==> config.mk <==
export PLATFORM = sky130hd
export DESIGN_NAME = sspc_front
export DESIGN_NICKNAME = d
export VERILOG_FILES = /design/src/rtl/sspc_pkg.sv /design/src/rtl/sspc_front.sv
export SDC_FILE = /design/constraint.sdc
export NUM_CORES = 1
export LEC_CHECK = 0
export BUFFER_PORTS_ARGS = -buffer_cell sky130_fd_sc_hd__buf_4
export CORE_MARGIN = 3
export CORE_UTILIZATION = 55
export DETAILED_ROUTE_END_ITERATION = 10
export GPL_ROUTABILITY_DRIVEN = 0
export PLACE_DENSITY = 0.89
export SYNTH_ARGS = -nofsm -noshare
export SYNTH_HDL_FRONTEND = slang
export SYNTH_SLANG_ARGS = --single-unit
==> constraint.sdc <==
create_clock -name clk_i -period 9.1 [get_ports clk_i]
set_clock_uncertainty 0.2 [all_clocks]
set_input_delay 0.455 -clock clk_i [delete_from_list [all_inputs] [get_ports clk_i]]
set_output_delay 0.455 -clock clk_i [all_outputs]
set_load 0.02 [all_outputs]
==> src/rtl/sspc_pkg.sv <==
`timescale 1ns / 1ps
// ----------------------------------------------------------------------------
// sspc_pkg
// Shared types, constants and the multiply program of the swept sphere
// pair collision test.
// ----------------------------------------------------------------------------
package sspc_pkg;

  localparam int FRAC_BITS  = 16;
  localparam int MARGIN_RAW = (1 << FRAC_BITS) / 100;
  localparam logic [15:0] MARGIN_RST = (MARGIN_RAW > 65535) ? 16'hFFFF : 16'(MARGIN_RAW);

  localparam int POSW  = 32;   // position width
  localparam int RADW  = 24;   // radius width
  localparam int MARW  = 16;   // margin width
  localparam int VW    = 34;   // d, b0, v vectors
  localparam int RSW   = 26;   // widened radius sum
  localparam int OPW   = 72;   // signed multiplier operand
  localparam int ACCW  = 2 * OPW + 2;
  localparam int CNTW  = $clog2(OPW + 1);

  localparam int FIFO_DEPTH = 2;
  localparam int FIFO_AW    = $clog2(FIFO_DEPTH);

  localparam int NUM_OPS = 23;
  localparam int STEPW   = $clog2(NUM_OPS);

  typedef enum logic [1:0] {
    PATH_BOX    = 2'd0,
    PATH_SWEPT  = 2'd1,
    PATH_STATIC = 2'd2
  } path_e;

  typedef enum logic [3:0] {
    OPD_D0, OPD_D1, OPD_D2,
    OPD_V0, OPD_V1, OPD_V2,
    OPD_B0, OPD_B1, OPD_B2,
    OPD_RS, OPD_CC, OPD_R2, OPD_LV
  } opnd_e;

  typedef enum logic [2:0] {
    ACC_DD = 3'd0,
    ACC_LV = 3'd1,
    ACC_DT = 3'd2,
    ACC_BB = 3'd3,
    ACC_R2 = 3'd4,
    ACC_CC = 3'd5,
    ACC_CR = 3'd6,
    ACC_RL = 3'd7
  } acc_e;

  typedef enum logic [1:0] {
    MODE_ADD,
    MODE_SUB,
    MODE_LOAD
  } mode_e;

  typedef struct packed {
    opnd_e a;
    opnd_e b;
    acc_e  dst;
    mode_e mode;
  } mop_t;

  typedef struct packed {
    logic                  apart;
    logic signed [VW-1:0]  d0;
    logic signed [VW-1:0]  d1;
    logic signed [VW-1:0]  d2;
    logic signed [VW-1:0]  v0;
    logic signed [VW-1:0]  v1;
    logic signed [VW-1:0]  v2;
    logic signed [VW-1:0]  b0;
    logic signed [VW-1:0]  b1;
    logic signed [VW-1:0]  b2;
    logic        [RSW-1:0] rs;
  } job_t;

  function automatic mop_t mk(opnd_e a, opnd_e b, acc_e dst, mode_e mode);
    mop_t m;
    m.a    = a;
    m.b    = b;
    m.dst  = dst;
    m.mode = mode;
    return m;
  endfunction

  // Multiply program: dot products, radius square, cross length, r2 * lv.
  function automatic mop_t mop_of(logic [STEPW-1:0] step);
    mop_t m;
    unique case (step)
      5'd0:    m = mk(OPD_D0, OPD_D0, ACC_DD, MODE_ADD);
      5'd1:    m = mk(OPD_D1, OPD_D1, ACC_DD, MODE_ADD);
      5'd2:    m = mk(OPD_D2, OPD_D2, ACC_DD, MODE_ADD);
      5'd3:    m = mk(OPD_V0, OPD_V0, ACC_LV, MODE_ADD);
      5'd4:    m = mk(OPD_V1, OPD_V1, ACC_LV, MODE_ADD);
      5'd5:    m = mk(OPD_V2, OPD_V2, ACC_LV, MODE_ADD);
      5'd6:    m = mk(OPD_B0, OPD_V0, ACC_DT, MODE_ADD);
      5'd7:    m = mk(OPD_B1, OPD_V1, ACC_DT, MODE_ADD);
      5'd8:    m = mk(OPD_B2, OPD_V2, ACC_DT, MODE_ADD);
      5'd9:    m = mk(OPD_B0, OPD_B0, ACC_BB, MODE_ADD);
      5'd10:   m = mk(OPD_B1, OPD_B1, ACC_BB, MODE_ADD);
      5'd11:   m = mk(OPD_B2, OPD_B2, ACC_BB, MODE_ADD);
      5'd12:   m = mk(OPD_RS, OPD_RS, ACC_R2, MODE_LOAD);
      5'd13:   m = mk(OPD_B1, OPD_V2, ACC_CC, MODE_LOAD);
      5'd14:   m = mk(OPD_B2, OPD_V1, ACC_CC, MODE_SUB);
      5'd15:   m = mk(OPD_CC, OPD_CC, ACC_CR, MODE_ADD);
      5'd16:   m = mk(OPD_B2, OPD_V0, ACC_CC, MODE_LOAD);
      5'd17:   m = mk(OPD_B0, OPD_V2, ACC_CC, MODE_SUB);
      5'd18:   m = mk(OPD_CC, OPD_CC, ACC_CR, MODE_ADD);
      5'd19:   m = mk(OPD_B0, OPD_V1, ACC_CC, MODE_LOAD);
      5'd20:   m = mk(OPD_B1, OPD_V0, ACC_CC, MODE_SUB);
      5'd21:   m = mk(OPD_CC, OPD_CC, ACC_CR, MODE_ADD);
      5'd22:   m = mk(OPD_R2, OPD_LV, ACC_RL, MODE_LOAD);
      default: m = mk(OPD_D0, OPD_D0, ACC_DD, MODE_ADD);
    endcase
    return m;
  endfunction

endpackage

==> src/rtl/sspc_front.sv <==
`timescale 1ns / 1ps
// ----------------------------------------------------------------------------
// sspc_front
// Accepts sphere items, holds sphere A and the margin register, and turns
// each sphere B into a job with the difference vectors and the box verdict.
// ----------------------------------------------------------------------------
module sspc_front (
  input  logic                 clk_i,
  input  logic                 rst_ni,
  input  logic                 cfg_we_i,
  input  logic [15:0]          cfg_wdata_i,
  input  logic                 in_valid_i,
  input  logic                 in_role_i,
  input  logic [215:0]         in_data_i,
  output logic                 in_ready_o,
  input  logic                 q_full_i,
  output logic                 q_push_o,
  output sspc_pkg::job_t       q_job_o
);
  import sspc_pkg::*;

  logic [MARW-1:0]        margin_q;
  logic signed [POSW-1:0] a_pos_q [3];
  logic signed [POSW-1:0] a_prev_q [3];
  logic [RADW-1:0]        a_rad_q;

  logic signed [POSW-1:0] b_pos [3];
  logic signed [POSW-1:0] b_prev [3];
  logic [RADW-1:0]        b_rad;
  logic signed [VW-1:0]   d [3];
  logic signed [VW-1:0]   b0 [3];
  logic signed [VW-1:0]   v [3];
  logic [RSW-1:0]         rs;
  logic signed [VW-1:0]   rs_s;
  logic [2:0]             apart;
  logic                   accept;

  assign in_ready_o = !q_full_i;
  assign accept     = in_valid_i && in_ready_o;
  assign q_push_o   = accept && in_role_i;

  always_comb begin
    for (int i = 0; i < 3; i++) begin
      b_pos[i]  = $signed(in_data_i[POSW*i +: POSW]);
      b_prev[i] = $signed(in_data_i[POSW*(3+i) +: POSW]);
      d[i]      = VW'(b_pos[i]) - VW'(a_pos_q[i]);
      b0[i]     = VW'(b_prev[i]) - VW'(a_prev_q[i]);
      v[i]      = d[i] - b0[i];
    end
    b_rad = in_data_i[6*POSW +: RADW];
    rs    = RSW'(a_rad_q) + RSW'(b_rad) + RSW'({margin_q, 1'b0});
    rs_s  = $signed({{(VW-RSW){1'b0}}, rs});
    // Boxes apart on an axis: both ends of the step lie beyond the radius sum.
    for (int i = 0; i < 3; i++) begin
      apart[i] = (d[i] > rs_s && b0[i] > rs_s) || (d[i] < -rs_s && b0[i] < -rs_s);
    end
    q_job_o.apart = |apart;
    q_job_o.d0 = d[0];
    q_job_o.d1 = d[1];
    q_job_o.d2 = d[2];
    q_job_o.v0 = v[0];
    q_job_o.v1 = v[1];
    q_job_o.v2 = v[2];
    q_job_o.b0 = b0[0];
    q_job_o.b1 = b0[1];
    q_job_o.b2 = b0[2];
    q_job_o.rs = rs;
  end

  always_ff @(posedge clk_i or negedge rst_ni) begin
    if (!rst_ni) begin
      margin_q <= MARGIN_RST;
    end else if (cfg_we_i) begin
      margin_q <= cfg_wdata_i;
    end
  end

  always_ff @(posedge clk_i) begin
    if (accept && !in_role_i) begin
      for (int i = 0; i < 3; i++) begin
        a_pos_q[i]  <= b_pos[i];
        a_prev_q[i] <= b_prev[i];
      end
      a_rad_q <= b_rad;
    end
  end

endmodule

Word level (Yosys, flattened, before mapping)
Memory sizes are Yosys's and may differ from the RTL's.
Cells that the tools add are included.
{ "totals": {"ff_bits": 40, "latchBits": 0, "ramBits": 192, "romBits": 0, "inputBits": 238, "out_inout_bits": 335, "mem_count": 2} }
{ "classes": {"add_sub_neg": 12, "mul": 0, "n_div": 0, "order_cmp": 12, "n_eq_ne": 0, "shift": 0, "n_mux": 2, "bitwise_logic": 0, "n_reduce_logical": 15} }
{ "mem_list": {"columns": ["memory", "depth", "word_bits", "read_ports", "rd_clocked_by_memory_dff", "write_ports", "line_no", "source"], "rows": [
  ["a_pos_q", 3, 32, 3, 0, 3, "sspc_front.sv:23", "logic signed [POSW-1:0] a_pos_q [3];"],
  ["a_prev_q", 3, 32, 3, 0, 3, "sspc_front.sv:24", "logic signed [POSW-1:0] a_prev_q [3];"]
]} }
{ "ops": {"columns": ["op", "n"], "rows": [
  ["$lt 33x34->1", 6],
  ["$gt 33x27->1", 6],
  ["$sub 32x32->33", 6],
  ["$sub 33x33->34", 3],
  ["$neg 26->34", 1],
  ["$add 25x17->26", 1],
  ["$add 24x24->25", 1],
  ["$logic_and 1x1->1", 9],
  ["$logic_or 1x1->1", 3],
  ["$reduce_or 3->1", 1],
  ["$logic_not 1->1", 2],
  ["$mux 1", 2]
]} }

Longest topological paths before layout
{ "depth": {"depth_word": 7, "mapped_depth": 31, "ltp_nobuf": 30} }

Worst setup path before layout
OpenSTA, ideal clock, no wires.
{ "synth_path": {"kind": "input -> register", "startpoint": "input port q_full_i", "endpoint": "memory a_pos_q[0][0] (enable)", "t_arrival_ps": 16078, "slack_ps": -8284, "cell_stages": 1, "path_cell_list": "nor3b_1"} }
{ "synth_rtl": {"columns": ["element", "line_no", "source"], "rows": [
  ["start, declared", "sspc_front.sv:16", "input logic q_full_i,"],
  ["end, declared", "sspc_front.sv:23", null]
]} }

==> run_results.csv <==
group,metric,value,unit
cells_and_area,seqCellArea,0.00689,mm2
worst_setup_path,worstSetupPathType,"input port to primary output",
cells_and_area,finalNetCount,5379,
placement,dp_cells,4935,
pwr,power,9.62,mW
floorplanning,core.rowCount,86,
floorplanning,num_io_pins,573,
yosys,synth-edff-count,216,
sta,slew_viol_final,0,
cells_and_area,drive_gt1_share,16.7,%
pwr,p_per_area,239,mW/mm2
routing,top_layer_used,"met5",
sta,final.min_clock_period,8710,ps
clock_tree,cts_made_buffers,28,
clock_tree,clock_path_buffers,3,
clock_tree,clock_latency,600,ps
routing,wl_met3,13600,um
yosys,ys_seq_elements,232,
clock_tree,cts_tree,"yes",
floorplanning,core_area,0.0557,mm2
clock_tree,htree_levels,1,
worst_setup_path,crit_fanout,9,
clock_tree,post_cts_buffers,0,
worst_setup_path,crit_family,"simple AND/OR/NAND/NOR gates",
sta,finalCritPeriodShare,95.7,%
yosys,ys_seq_area_share,22.0,%
pwr,power.leakage,19.7,nW
global_route,grt_pass1_vias,33300,
routing,first_pass_iters,6,
sta,relSlewSlack,22.3,%
sta,setup_tns,0,ps
yosys,syn-mean-instance-area,8.75,um2
cells_and_area,instances_no_fill,5231,
cells_and_area,multiInputGateArea,0.0228,mm2
worst_setup_path,slowest_delay,560,ps
yosys,synth_top_area_share,26.5,%
pwr,power.switching,4.92,mW
pwr,intPower,4.70,mW
yosys,netlist_instances,3583,
yosys,syn-cell-area,0.0314,mm2
routing,wl,123000,um
routing,drtIter0Drc,3004,
clock_tree,clk_pin_slew,80,ps
routing,dr_wl_met2,55200,um
routing,drcViolationCount,0,
pwr,ir_worst_vdd,0.252,mV
job,maxCapViolCount,0,
sta,clock.fmax,115,MHz
sta,rsz0062_at_grt,"false",
worst_setup_path,slowest_stage,"dlygate4sd3_1",
routing,viasPerCell,6.39,
cells_and_area,area_growth,28.3,%
worst_setup_path,crit_required,8450,ps
global_route,grt-ovfl-total,0,
placement,io_buffers,572,
global_route,antenna_found_initial,13,
sta,worst-slew-pin-transition,1160,ps
routing,dr_total_vias,33500,
worst_setup_path,crit_arrival,8050,ps
floorplanning,die_x,245,um
pwr,p_seq_share,13.0,%
pwr,p_clk_share,12.0,%
cells_and_area,filler_cell_count,3873,
sta,finalSetupViolCount,0,
clock_tree,clock_sinks,232,
placement,placed_area,0.0369,mm2
yosys,synthFlopType,"edfxtp_1",
routing,wl_per_cell,23.5,um
yosys,synth_area_leaders,"ha_1 (27%), edfxtp_1 (21%), xnor2_1 (5.4%), inv_1 (5.1%), a21oi_1 (4.5%)",
floorplanning,start_util,56.3,%
floorplanning,dieArea,0.0599,mm2
yosys,syn_nets,4512,
outcome,status,"complete, no violations",
global_route,grt_max_degree,152,
routing,wl_met1,44600,um
cells_and_area,final_area,0.0402,mm2
hold_path,hp-class,"input port to async pin",
sta,final_hold_viol_count,0,
clock_tree,clock-root-buffer,"clkbuf_16",
worst_setup_path,crit_buf_inv,4,
pwr,pwr-share-comb,75.0,%
placement,dpl.hpwl,92300,um
global_route,grt_pass1_wl,186000,um
worst_setup_path,endpoint_kind,"primary output",
yosys,synth_warnings,0,
yosys,yosysTopAreaCell,"ha_1",
yosys,synth_cell_types,89,
routing,antenna_left,0,
worst_setup_path,startpoint_type,"input port",
yosys,synthArstFlopShare,6.90,%
global_route,grt_usage,39.4,%
floorplanning,die_h,245,um
pwr,switching_share,51.2,%
-- final cells by class --
type                    instances  share of cell area (%)
repair buffers                863                    17.6
clock inverters                14                   0.199
flip-flops and latches        232                    17.1
well taps                     748                    2.33
inverters                     428                    3.99
multi-input cells            2897                    56.6
clock buffers                  38                    2.04
diodes                         11                  0.0684
-- synth_stat cells, types with 70 or more instances --
| library cell | instances |
|---|---|
| a21o_1 | 157 |
| xnor2_1 | 193 |
| nor2_1 | 226 |
| nor2b_1 | 85 |
| a21oi_1 | 283 |
| edfxtp_1 | 216 |
| nand2_1 | 165 |
| o21a_1 | 70 |
| xor2_1 | 78 |
| inv_1 | 428 |
| o21ai_0 | 194 |
| ha_1 | 665 |
-- power groups by stage --
| stage | registers (mW) | logic [mW] | clock network (mW) |
|---|---|---|---|
| after floorplan | 1.27 | 4.33 | 0 |
| after global placement | 1.27 | 6.67 | 0 |
| after detailed placement | 1.27 | 6.85 | 0 |
| after CTS | 1.25 | 6.98 | 1.13 |
| after global routing | 1.26 | 7.74 | 1.19 |
| final | 1.25 | 7.22 | 1.15 |
-- state kept, by name (all words and copies together) (netlist names) --
register,flops
a_prev_q,96
a_pos_q,96
margin_q,16
a_rad_q,24
-- layout by cell type (no fill, tap or decap), types with 14 or more instances in the layout --
| cell | netlist | final |
|---|---|---|
| a211o_1 | 15 | 15 |
| a211oi_1 | 46 | 44 |
| a21o_1 | 157 | 157 |
| a21oi_1 | 283 | 283 |
| a31oi_1 | 31 | 31 |
| and2_1 | 18 | 18 |
| and3_1 | 43 | 43 |
| and4_1 | 14 | 14 |
| buf_4 | 6 | 629 |
| clkbuf_16 | 0 | 30 |
| dlygate4sd3_1 | 0 | 233 |
| edfxtp_1 | 216 | 216 |
| fa_1 | 26 | 26 |
| ha_1 | 665 | 665 |
| inv_1 | 428 | 428 |
| mux2_2 | 17 | 17 |
| nand2_1 | 165 | 165 |
| nand2b_1 | 62 | 62 |
| nand3_1 | 62 | 62 |
| nand4_1 | 59 | 59 |
| nor2_1 | 226 | 226 |
| nor2b_1 | 85 | 85 |
| nor3_1 | 62 | 62 |
| nor4_1 | 16 | 15 |
| o211ai_1 | 33 | 33 |
| o21a_1 | 70 | 70 |
| o21ai_0 | 194 | 193 |
| o21bai_1 | 36 | 36 |
| o31ai_1 | 20 | 18 |
| xnor2_1 | 193 | 191 |
| xor2_1 | 78 | 78 |
-- timing repair --
| action | 4_1_cts | 5_1_grt |
|---|---|---|
| hold buffers | 233 | 0 |
| resized for setup | 0 | 8 |
| endpoints found under the hold margin | 248 | 0 |
| endpoints found under the setup margin | 0 | 1 |
-- logic make-up (layout without fill, tap and decap cells) --
family	after synthesis	in the layout	share of synthesized area, %
fa+ha+maj	697	697	28.4
simple gates	871	871	14.1
flops	232	232	22.0
mux	21	21	0.738
buf+inv	454	1343	5.54
compound gates	1037	1037	21.6
other cells	0	11	0
xor+xnor	271	271	7.57
-- metal layers --
metal / vias to the layer above / global-route usage, %
met3: 666 / 9.23
met2: 2283 / 65.0
met5: - / 0
li1: 15000 / -
met4: 8 / 24.7
met1: 15500 / 46.3
-- worst paths after layout --
kind                                          startpoint                       end  slack, ps  depth (start not counted)
worst min register to register  margin_q[13]$_DFFE_PN0P_  margin_q[13]$_DFFE_PN0P_        390                          1
min in group clk_i                              cfg_we_i   margin_q[1]$_DFFE_PN1P_        140                          2
worst max-delay path                      in_data_i[197]              q_job_o[332]        390                         27
worst max register to register  margin_q[10]$_DFFE_PN0P_  margin_q[10]$_DFFE_PN0P_       8040                          1
max in group asynchronous                         rst_ni   margin_q[0]$_DFFE_PN1P_       8340                          2
worst min-delay path                              rst_ni  margin_q[14]$_DFFE_PN0P_         80                          2
-- per-stage QoR --
step,util [%],hold WS (ps),setup WS (ps)
after CTS,72.0,46.5,97.8
final,72.2,81.5,393
after detailed placement,66.2,140,675
after global placement,66.2,133,854
after global routing,72.1,88.8,12.0
after floorplan,-,-40.6,1470
Power figures use the tool's default switching activity.
