### src/rtl/sspc_pkg.sv
`timescale 1ns / 1ps
// ----------------------------------------------------------------------------
// sspc_pkg
// Shared types, constants and the multiply program of the swept sphere
// pair collision test.
// ----------------------------------------------------------------------------
package sspc_pkg;

  localparam int FRAC_BITS  = 16;
  localparam int MARGIN_RAW = (1 << FRAC_BITS) / 100;
  localparam logic [15:0] MARGIN_RST = (MARGIN_RAW > 65535) ? 16'hFFFF : 16'(MARGIN_RAW);

  localparam int POSW  = 32;   // position width
  localparam int RADW  = 24;   // radius width
  localparam int MARW  = 16;   // margin width
  localparam int VW    = 34;   // d, b0, v vectors
  localparam int RSW   = 26;   // widened radius sum
  localparam int OPW   = 72;   // signed multiplier operand
  localparam int ACCW  = 2 * OPW + 2;
  localparam int CNTW  = $clog2(OPW + 1);

  localparam int FIFO_DEPTH = 2;
  localparam int FIFO_AW    = $clog2(FIFO_DEPTH);

  localparam int NUM_OPS = 23;
  localparam int STEPW   = $clog2(NUM_OPS);

  typedef enum logic [1:0] {
    PATH_BOX    = 2'd0,
    PATH_SWEPT  = 2'd1,
    PATH_STATIC = 2'd2
  } path_e;

  typedef enum logic [3:0] {
    OPD_D0, OPD_D1, OPD_D2,
    OPD_V0, OPD_V1, OPD_V2,
    OPD_B0, OPD_B1, OPD_B2,
    OPD_RS, OPD_CC, OPD_R2, OPD_LV
  } opnd_e;

  typedef enum logic [2:0] {
    ACC_DD = 3'd0,
    ACC_LV = 3'd1,
    ACC_DT = 3'd2,
    ACC_BB = 3'd3,
    ACC_R2 = 3'd4,
    ACC_CC = 3'd5,
    ACC_CR = 3'd6,
    ACC_RL = 3'd7
  } acc_e;

  typedef enum logic [1:0] {
    MODE_ADD,
    MODE_SUB,
    MODE_LOAD
  } mode_e;

  typedef struct packed {
    opnd_e a;
    opnd_e b;
    acc_e  dst;
    mode_e mode;
  } mop_t;

  typedef struct packed {
    logic                  apart;
    logic signed [VW-1:0]  d0;
    logic signed [VW-1:0]  d1;
    logic signed [VW-1:0]  d2;
    logic signed [VW-1:0]  v0;
    logic signed [VW-1:0]  v1;
    logic signed [VW-1:0]  v2;
    logic signed [VW-1:0]  b0;
    logic signed [VW-1:0]  b1;
    logic signed [VW-1:0]  b2;
    logic        [RSW-1:0] rs;
  } job_t;

  function automatic mop_t mk(opnd_e a, opnd_e b, acc_e dst, mode_e mode);
    mop_t m;
    m.a    = a;
    m.b    = b;
    m.dst  = dst;
    m.mode = mode;
    return m;
  endfunction

  // Multiply program: dot products, radius square, cross length, r2 * lv.
  function automatic mop_t mop_of(logic [STEPW-1:0] step);
    mop_t m;
    unique case (step)
      5'd0:    m = mk(OPD_D0, OPD_D0, ACC_DD, MODE_ADD);
      5'd1:    m = mk(OPD_D1, OPD_D1, ACC_DD, MODE_ADD);
      5'd2:    m = mk(OPD_D2, OPD_D2, ACC_DD, MODE_ADD);
      5'd3:    m = mk(OPD_V0, OPD_V0, ACC_LV, MODE_ADD);
      5'd4:    m = mk(OPD_V1, OPD_V1, ACC_LV, MODE_ADD);
      5'd5:    m = mk(OPD_V2, OPD_V2, ACC_LV, MODE_ADD);
      5'd6:    m = mk(OPD_B0, OPD_V0, ACC_DT, MODE_ADD);
      5'd7:    m = mk(OPD_B1, OPD_V1, ACC_DT, MODE_ADD);
      5'd8:    m = mk(OPD_B2, OPD_V2, ACC_DT, MODE_ADD);
      5'd9:    m = mk(OPD_B0, OPD_B0, ACC_BB, MODE_ADD);
      5'd10:   m = mk(OPD_B1, OPD_B1, ACC_BB, MODE_ADD);
      5'd11:   m = mk(OPD_B2, OPD_B2, ACC_BB, MODE_ADD);
      5'd12:   m = mk(OPD_RS, OPD_RS, ACC_R2, MODE_LOAD);
      5'd13:   m = mk(OPD_B1, OPD_V2, ACC_CC, MODE_LOAD);
      5'd14:   m = mk(OPD_B2, OPD_V1, ACC_CC, MODE_SUB);
      5'd15:   m = mk(OPD_CC, OPD_CC, ACC_CR, MODE_ADD);
      5'd16:   m = mk(OPD_B2, OPD_V0, ACC_CC, MODE_LOAD);
      5'd17:   m = mk(OPD_B0, OPD_V2, ACC_CC, MODE_SUB);
      5'd18:   m = mk(OPD_CC, OPD_CC, ACC_CR, MODE_ADD);
      5'd19:   m = mk(OPD_B0, OPD_V1, ACC_CC, MODE_LOAD);
      5'd20:   m = mk(OPD_B1, OPD_V0, ACC_CC, MODE_SUB);
      5'd21:   m = mk(OPD_CC, OPD_CC, ACC_CR, MODE_ADD);
      5'd22:   m = mk(OPD_R2, OPD_LV, ACC_RL, MODE_LOAD);
      default: m = mk(OPD_D0, OPD_D0, ACC_DD, MODE_ADD);
    endcase
    return m;
  endfunction

endpackage

### src/rtl/sspc_back.sv
`timescale 1ns / 1ps
// ----------------------------------------------------------------------------
// sspc_back
// Runs the multiply program of a job that is not box rejected on a shift-add
// multiplier; decides hit and test path; result held in an output register.
// ----------------------------------------------------------------------------
module sspc_back (
  input  logic           clk_i,
  input  logic           rst_ni,
  input  logic           q_empty_i,
  input  sspc_pkg::job_t q_job_i,
  output logic           q_pop_o,
  output logic           out_valid_o,
  input  logic           out_ready_i,
  output logic           out_hit_o,
  output logic [1:0]     out_path_o
);
  import sspc_pkg::*;

  typedef enum logic [2:0] {
    ST_IDLE,
    ST_LOAD,
    ST_MUL,
    ST_ACC,
    ST_DONE
  } state_e;

  state_e                 state_q;
  logic [STEPW-1:0]       step_q;
  logic [CNTW-1:0]        cnt_q;
  job_t                   job_q;
  logic signed [ACCW-1:0] acc_q [8];
  logic [OPW-1:0]         mcand_q;
  logic [2*OPW-1:0]       prod_q;
  logic                   neg_q;
  logic                   out_valid_q, hit_q;
  path_e                  path_q;

  mop_t                   mop;
  logic signed [OPW-1:0]  opa, opb;
  logic [OPW:0]           psum;
  logic signed [ACCW-1:0] sprod;
  logic                   zero_v, res_hit;
  path_e                  res_path;

  function automatic logic signed [OPW-1:0] pick(opnd_e sel, job_t j,
                                                 logic signed [ACCW-1:0] cc,
                                                 logic signed [ACCW-1:0] r2,
                                                 logic signed [ACCW-1:0] lv);
    logic signed [OPW-1:0] r;
    unique case (sel)
      OPD_D0:  r = OPW'(j.d0);
      OPD_D1:  r = OPW'(j.d1);
      OPD_D2:  r = OPW'(j.d2);
      OPD_V0:  r = OPW'(j.v0);
      OPD_V1:  r = OPW'(j.v1);
      OPD_V2:  r = OPW'(j.v2);
      OPD_B0:  r = OPW'(j.b0);
      OPD_B1:  r = OPW'(j.b1);
      OPD_B2:  r = OPW'(j.b2);
      OPD_RS:  r = $signed({{(OPW-RSW){1'b0}}, j.rs});
      OPD_CC:  r = $signed(cc[OPW-1:0]);
      OPD_R2:  r = $signed(r2[OPW-1:0]);
      OPD_LV:  r = $signed(lv[OPW-1:0]);
      default: r = '0;
    endcase
    return r;
  endfunction

  assign mop     = mop_of(step_q);
  assign opa     = pick(mop.a, job_q, acc_q[ACC_CC], acc_q[ACC_R2], acc_q[ACC_LV]);
  assign opb     = pick(mop.b, job_q, acc_q[ACC_CC], acc_q[ACC_R2], acc_q[ACC_LV]);
  assign psum    = {1'b0, prod_q[2*OPW-1:OPW]} + (prod_q[0] ? {1'b0, mcand_q} : '0);
  assign sprod   = neg_q ? -$signed({2'b00, prod_q}) : $signed({2'b00, prod_q});
  assign q_pop_o = (state_q == ST_IDLE) && !q_empty_i;

  assign out_valid_o = out_valid_q;
  assign out_hit_o   = hit_q;
  assign out_path_o  = path_q;

  always_comb begin
    zero_v = (job_q.v0 == '0) && (job_q.v1 == '0) && (job_q.v2 == '0);
    if (job_q.apart) begin
      res_hit  = 1'b0;
      res_path = PATH_BOX;
    end else if (zero_v) begin
      res_hit  = acc_q[ACC_DD] < acc_q[ACC_R2];
      res_path = PATH_STATIC;
    end else begin
      res_path = PATH_SWEPT;
      if (!acc_q[ACC_DT][ACCW-1]) begin
        res_hit = acc_q[ACC_BB] < acc_q[ACC_R2];
      end else if (!(-acc_q[ACC_DT] < acc_q[ACC_LV])) begin
        res_hit = acc_q[ACC_DD] < acc_q[ACC_R2];
      end else begin
        res_hit = acc_q[ACC_CR] < acc_q[ACC_RL];
      end
    end
  end

  always_ff @(posedge clk_i or negedge rst_ni) begin
    if (!rst_ni) begin
      state_q     <= ST_IDLE;
      step_q      <= '0;
      cnt_q       <= '0;
      out_valid_q <= 1'b0;
      hit_q       <= 1'b0;
      path_q      <= PATH_BOX;
    end else begin
      if (state_q == ST_DONE && (!out_valid_q || out_ready_i)) begin
        out_valid_q <= 1'b1;
      end else if (out_valid_q && out_ready_i) begin
        out_valid_q <= 1'b0;
      end
      unique case (state_q)
        ST_IDLE: begin
          if (!q_empty_i) begin
            step_q  <= '0;
            state_q <= q_job_i.apart ? ST_DONE : ST_LOAD;
          end
        end
        ST_LOAD: begin
          cnt_q   <= '0;
          state_q <= ST_MUL;
        end
        ST_MUL: begin
          cnt_q <= cnt_q + 1'b1;
          if (cnt_q == CNTW'(OPW - 1)) begin
            state_q <= ST_ACC;
          end
        end
        ST_ACC: begin
          if (step_q == STEPW'(NUM_OPS - 1)) begin
            state_q <= ST_DONE;
          end else begin
            step_q  <= step_q + 1'b1;
            state_q <= ST_LOAD;
          end
        end
        ST_DONE: begin
          // Hold until the output register is free.
          if (!out_valid_q || out_ready_i) begin
            hit_q   <= res_hit;
            path_q  <= res_path;
            state_q <= ST_IDLE;
          end
        end
        default: state_q <= ST_IDLE;
      endcase
    end
  end

  always_ff @(posedge clk_i) begin
    if (q_pop_o) begin
      job_q <= q_job_i;
      for (int i = 0; i < 8; i++) begin
        acc_q[i] <= '0;
      end
    end
    if (state_q == ST_LOAD) begin
      neg_q   <= opa[OPW-1] ^ opb[OPW-1];
      mcand_q <= opa[OPW-1] ? OPW'(-opa) : OPW'(opa);
      prod_q  <= {{OPW{1'b0}}, (opb[OPW-1] ? OPW'(-opb) : OPW'(opb))};
    end
    if (state_q == ST_MUL) begin
      prod_q <= {psum, prod_q[OPW-1:1]};
    end
    if (state_q == ST_ACC) begin
      case (mop.mode)
        MODE_ADD:  acc_q[mop.dst] <= acc_q[mop.dst] + sprod;
        MODE_SUB:  acc_q[mop.dst] <= acc_q[mop.dst] - sprod;
        default:   acc_q[mop.dst] <= sprod;
      endcase
    end
  end

endmodule

### config.mk
export PLATFORM = sky130hd
export DESIGN_NAME = sspc_back
export DESIGN_NICKNAME = d
export VERILOG_FILES = /design/src/rtl/sspc_pkg.sv /design/src/rtl/sspc_back.sv
export SDC_FILE = /design/constraint.sdc
export NUM_CORES = 2
export LEC_CHECK = 0
export ABC_AREA = 0
export BUFFER_PORTS_ARGS = -buffer_cell sky130_fd_sc_hd__buf_2
export CORE_ASPECT_RATIO = 1.1
export CORE_UTILIZATION = 40
export DETAILED_ROUTE_END_ITERATION = 8
export PLACE_DENSITY = 0.56
export SLEW_MARGIN = 15
export SYNTH_ARGS = -nofsm -noshare
export SYNTH_HDL_FRONTEND = slang
export SYNTH_SLANG_ARGS = --single-unit
### constraint.sdc
create_clock -name clk_i -period 11.8 [get_ports clk_i]
set_clock_uncertainty 0.1 [all_clocks]
set_input_delay 0 -clock clk_i [delete_from_list [all_inputs] [get_ports clk_i]]
set_output_delay 0 -clock clk_i [all_outputs]
set_load 0.02 [all_outputs]
---- Word-level counts from Yosys, hierarchy flattened ----
Memories as Yosys holds them, arrays and structs flattened.
Index checks and enable logic that the tools add are counted.
storage, ports and cells
  register bits after elaboration ......... 569
  RAM bits ................................ 1168
  ROM bits ................................ 416
  memories ................................ 2
cells by class
  add/sub/neg operators ................... 9
  $lt $le $gt $ge ......................... 4
  eq/ne operators ......................... 35
  muxes and demuxes ....................... 42
  bitwise gates (word level) .............. 3
  reduce and logical (&&, ||, !) cells .... 23
memories
  memory           words  bits a word  rd ports  clocked after memory_dff  wr ports  RTL line         source
  acc_q            8      146          9         0                         8         sspc_back.sv:32  logic signed [ACCW-1:0] acc_q [8];
  (no name shown)  32     13           1         0                         0         sspc_pkg.sv:91   unique case (step)
operators with widths
  kind                                                              count
  72-bit case mux with 13 select lines                              2
  146-bit < comparator                                              4
  146-bit 2-to-1 mux                                                4
  144-bit 2-to-1 mux                                                2
  146-bit adder                                                     1
  144-bit negator with 146-bit output                               1
  146-bit negator                                                   1
  146-bit OR reduction                                              1
  146-bit subtractor                                                1
  72-bit 2-to-1 mux                                                 2
  72-bit negator                                                    2
  34-bit zero test                                                  3
  72-bit by 72-bit adder with 73-bit output                         1
  71-bit 2-to-1 mux                                                 1
  4-bit == test (second input constant)                             10
  4-bit by 3-bit == test with 1-bit output (second input constant)  8
  1-bit 2-to-1 mux                                                  18
  3-bit 2-to-1 mux                                                  6
  4-bit by 2-bit == test with 1-bit output (second input constant)  4
  3-bit case mux with 5 select lines                                1
  7-bit case mux with 2 select lines                                1
  5-bit 2-to-1 mux                                                  2
  5-bit case mux with 2 select lines                                1
  4-bit by 1-bit == test with 1-bit output (second input constant)  2
  other kinds (23)                                                  37

---- Logic depth before layout (Yosys ltp) ----
An unclocked memory read counts as a cell.
  depth in word-level cells ............... 9
  mapped depth ............................ 37

---- Worst setup path after synthesis ----
OpenSTA, ideal clock, no wires.
  kind .................................... reg-to-reg
  start point ............................. register state_q[1]
  end point ............................... register job_q[0] (netlist name), enable pin
  library setup time ...................... 690 ps
  data arrival time ....................... 7343 ps
  required time ........................... 11010 ps
  path slack .............................. 3667 ps
  stages on the path, launching flop included .. 5
  buffers on the path ..................... 1
  period minus slack after synthesis ...... 8133 ps
  path through ............................ dfrtp_1 -> clkbuf_1 -> nor2_1 -> nand2_1 -> inv_1
on the way
  word-level cells in the longest chain between the ends .. 2
ends and longest elaborated chain
  item                    RTL line          source
  start, declared         sspc_back.sv:28   state_e state_q;
  start signal, assigned  sspc_back.sv:119  state_q <= q_job_i.apart ? ST_DONE : ST_LOAD;
  3-bit zero test         sspc_back.sv:75   assign q_pop_o = (state_q == ST_IDLE) && !q_empty_i;
  1-bit logical AND       sspc_back.sv:75
  via q_pop_o             sspc_back.sv:12   output logic q_pop_o,
  end signal, assigned    sspc_back.sv:155  job_q <= q_job_i;
  end, declared           sspc_back.sv:31   job_t job_q;
The timed path passes the listed nets, and every way through them passes these cells.
A chain may end at the register's enable or synchronous reset.

==> run_results.csv <==
group,metric,value,unit
drt,wl_met1,222000,µm
drt,dr.pass1.iters,9,
synthesis,synthTopCellsByArea,"edfxtp_1 42%, ha_1 8.3%, mux4_2 5.5%",
critical_path,arrival,11.53,ns
clocking,cts.sinks,1737,
clocking,numCtsBuffers,199,
drt,drc,30,
drt,highest_layer,"met5",
drt,wl_met2,265000,µm
timing,fin_crit_sh,93.1,%
synthesis,synth_top_area_share,42.5,%
clocking,clockBufferDepth,4,
synthesis,yosysWarnings,0,
clocking,cts.repair.resized,0,
critical_path,r2r-start,"prod_q[22]$_DFFE_PP_",
clocking,clockRootBuffer,"clkbuf_16",
grt,grt_use_total,37.0,%
floorplanning,fp.dieH,580,µm
timing,hold_viol,0,
critical_path,startpoint_type,"flop",
layout,syn_to_final_growth,17.1,%
min_path,hp-class,"in -> reg",
floorplanning,ios,342,
synthesis,synth_area_leader_cell,"edfxtp_1",
critical_path,critPathLaunch,"prod_q[22]$_DFFE_PP_",
placement,dp_slack,0.983,ns
timing,setup_ws,0.809,ns
critical_path,reg2reg_slack,0.81,ns
timing,finalSetupViolations,0,
critical_path,r2r_cells,25,
grt,antenna_found_initial,29,
clocking,clk_latency,0.92,ns
timing,max_freq,0.0910,GHz
drt,drt_wl_total,582000,µm
critical_path,timing.rr.end,"acc_q[4][123]$_SDFFCE_PN0P_",
critical_path,cp_max_fo,16,
timing,slew-limit-headroom,0.215,%
synthesis,syn-num-nets,13300,
floorplanning,core_area,301000,µm²
timing,period_minus_slack,10.99,ns
run,maxCapViolations,1,
floorplanning,rows,211,
synthesis,ys_seq_area_share,42.9,%
placement,dp_hpwl,440000,µm
floorplanning,initial_utilization,40.3,%
outcome,violations,"design-rule violations, max-capacitance violations",
synthesis,synth-edff-count,1718,
synthesis,ys_types,111,
timing,rsz0062_at_grt,"no",
drt,ant_nets,0,
layout,drive_gt1_share,12.5,%
layout,final_nets,14200,
layout,final_cells,17300,
timing,whs,0.0607,ns
synthesis,syn_avg_cell_area,9.97,µm²
drt,viasPerCell,6.32,
critical_path,setup.worst_path.end_class,"flop",
critical_path,crit_end,"acc_q[4][123]$_SDFFCE_PN0P_",
critical_path,path_class,"reg -> reg",
drt,via_count,109000,
critical_path,cp.required,12.34,ns
grt,grt_pass1_vias,107000,
floorplanning,die_w,527,µm
synthesis,synth_flop_cell,"edfxtp_1",
drt,drt_iter0_drc,13400,
placement,gp_congestion,1.04,
min_path,min_from,"out_ready_i",
synthesis,synthCells,12200,
clocking,clk_pin_slew_worst_paths,0.06,ns
placement,numPortBuffers,341,
grt,grt_pass1_wl,813000,µm
placement,dp.cells,16200,
grt,grt_max_degree,163,
drt,post_drt_wl_per_cell,33.7,µm
outcome,status,"finished with violations",
clocking,cts_setup_buffers,0,
clocking,h-tree-depth,4,
synthesis,ys_ff_latch,1737,
synthesis,syn_area,121000,µm²
grt,grt_remaining_overflow,0,
timing,worst_slew_pin_slew,1.49,ns
timing,final_max_slew_viol_count,0,
floorplanning,die_area,306000,µm²
drt,wl_met3,51500,µm
clocking,cts_tree,"built",
synthesis,synthArstFlopShare,1.09,%
timing,final.setup.tns,0,ns
[critical path, cell delays in order, from the launching register on]
cell and delay [ns]:
edfxtp_1 0.48, or4_1 0.70, or4_1 0.93, or4_1 0.65
a211oi_1 0.36, o21ai_1 0.23, nand4bb_1 0.42, nor2_1 0.36
nand2_1 0.23, o21ai_0 0.27, xnor2_1 0.22, ha_1 0.55
nand4_1 0.19, or3_1 0.40, nor3_1 0.60, nor4bb_1 1.00
o211ai_1 0.54, a211oi_1 0.64, o21ai_1 0.14, buf_4 0.22
a2111oi_0 0.47, buf_4 0.21, or2_2 0.11, xnor2_1 0.05
o21ai_1 0.51, nor2_1 0.10
[cells by family (layout without fill, tap and decap cells)]
kind of cell             Yosys count  count (layout)  share of synthesized area [%]
flip-flops                      1737            1737                           42.9
XOR/XNOR                         755             755                           5.47
multiplexers                     573             573                           7.96
other                              0              23                              0
AO/OA/AOI/OAI                   2814            2814                           15.0
buffers and inverters           1290            2290                           4.07
AND/OR/NAND/NOR                 4205            4205                           16.2
adder cells (fa/ha/maj)          812             812                           8.38
[cell usage after synthesis, drive strengths merged (32+ instances only)]
| cell type | n |
|---|---|
| a211oi | 98 |
| a21o | 279 |
| a21oi | 781 |
| a221oi | 46 |
| a222oi | 47 |
| a22o | 32 |
| a22oi | 104 |
| a31oi | 91 |
| and2 | 126 |
| and3 | 87 |
| buf | 142 |
| clkbuf | 550 |
| edfxtp | 1718 |
| ha | 810 |
| inv | 598 |
| mux2 | 182 |
| mux2i | 95 |
| mux4 | 296 |
| nand2 | 824 |
| nand2b | 92 |
| nand3 | 261 |
| nand4 | 256 |
| nor2 | 1764 |
| nor2b | 100 |
| nor3 | 231 |
| nor4 | 155 |
| o211ai | 51 |
| o21a | 48 |
| o21ai | 675 |
| o21bai | 73 |
| o31ai | 81 |
| o41ai | 46 |
| or2 | 33 |
| or3 | 97 |
| or4 | 79 |
| xnor2 | 425 |
| xor2 | 330 |
[state kept, by name, indices dropped and copies added, names as in the netlist]
| signal | count |
|---|---|
| acc_q | 1168 |
| job_q | 333 |
| prod_q | 144 |
| mcand_q | 72 |
| cnt_q | 7 |
| step_q | 5 |
| state_q | 3 |
| out_path_o | 2 |
| neg_q | 1 |
| out_hit_o | 1 |
| out_valid_o | 1 |
[layer usage]
| metal | vias to the layer above | GRT usage (%) |
|---|---|---|
| met3 | 1449 | 7.40 |
| met1 | 54300 | 45.8 |
| met2 | 6176 | 59.6 |
| met5 | - | 0 |
| met4 | 16 | 22.4 |
| li1 | 47200 | - |
[area by class of cell]
class	instances	area, µm²
fillers	27800	159000
multi-input cells	9159	65200
flip-flops and latches	1737	52100
repair buffers	1335	11100
clock buffers	233	5210
well taps	4047	5060
inverters	598	2260
clock inverters	124	1330
diodes	23	57.6
[worst min-delay path by stage]
stage,to,slack (ns),depth (start not counted)
floorplan,cnt_q[0]$_DFFE_PN0P_,-0.40,0
global placement,state_q[2]$_DFFE_PN0P_,-0.14,1
detailed placement,out_valid_o$_DFFE_PN0P_,-0.13,1
CTS,out_path_o[1]$_DFFE_PN0P_,0.02,5
global route,out_path_o[1]$_DFFE_PN0P_,0.09,5
finish,out_path_o[1]$_DFFE_PN0P_,0.06,5
[layout by cell type, fill, tap and decap left out, types with 204 or more instances in the layout]
cell,count
dlygate4sd3_1,672
nand3_1,251
nand2_1,809
mux4_2,296
buf_2,341
inv_1,594
a21o_1,279
ha_1,810
o21ai_0,550
nand4_1,255
nor3_1,218
xor2_1,327
buf_4,304
edfxtp_1,1718
xnor2_1,424
nor2_1,1750
clkbuf_16,204
a21oi_1,775
[through the flow]
stage               cell area, µm²  util [%]
finish                      142000      47.2
detailed placement          129000      42.8
floorplan                   121000         -
global route                142000      47.2
global placement            129000      42.8
CTS                         142000      47.2
[repair_timing]
item,CTS,global route
endpoints found under the hold margin,452,0
hold buffers,672,0
endpoints found under the setup margin,0,0
Power is left out: the tool's default activity adds up to more than one toggle a clock period on the data nets, which glitch-free logic cannot reach.
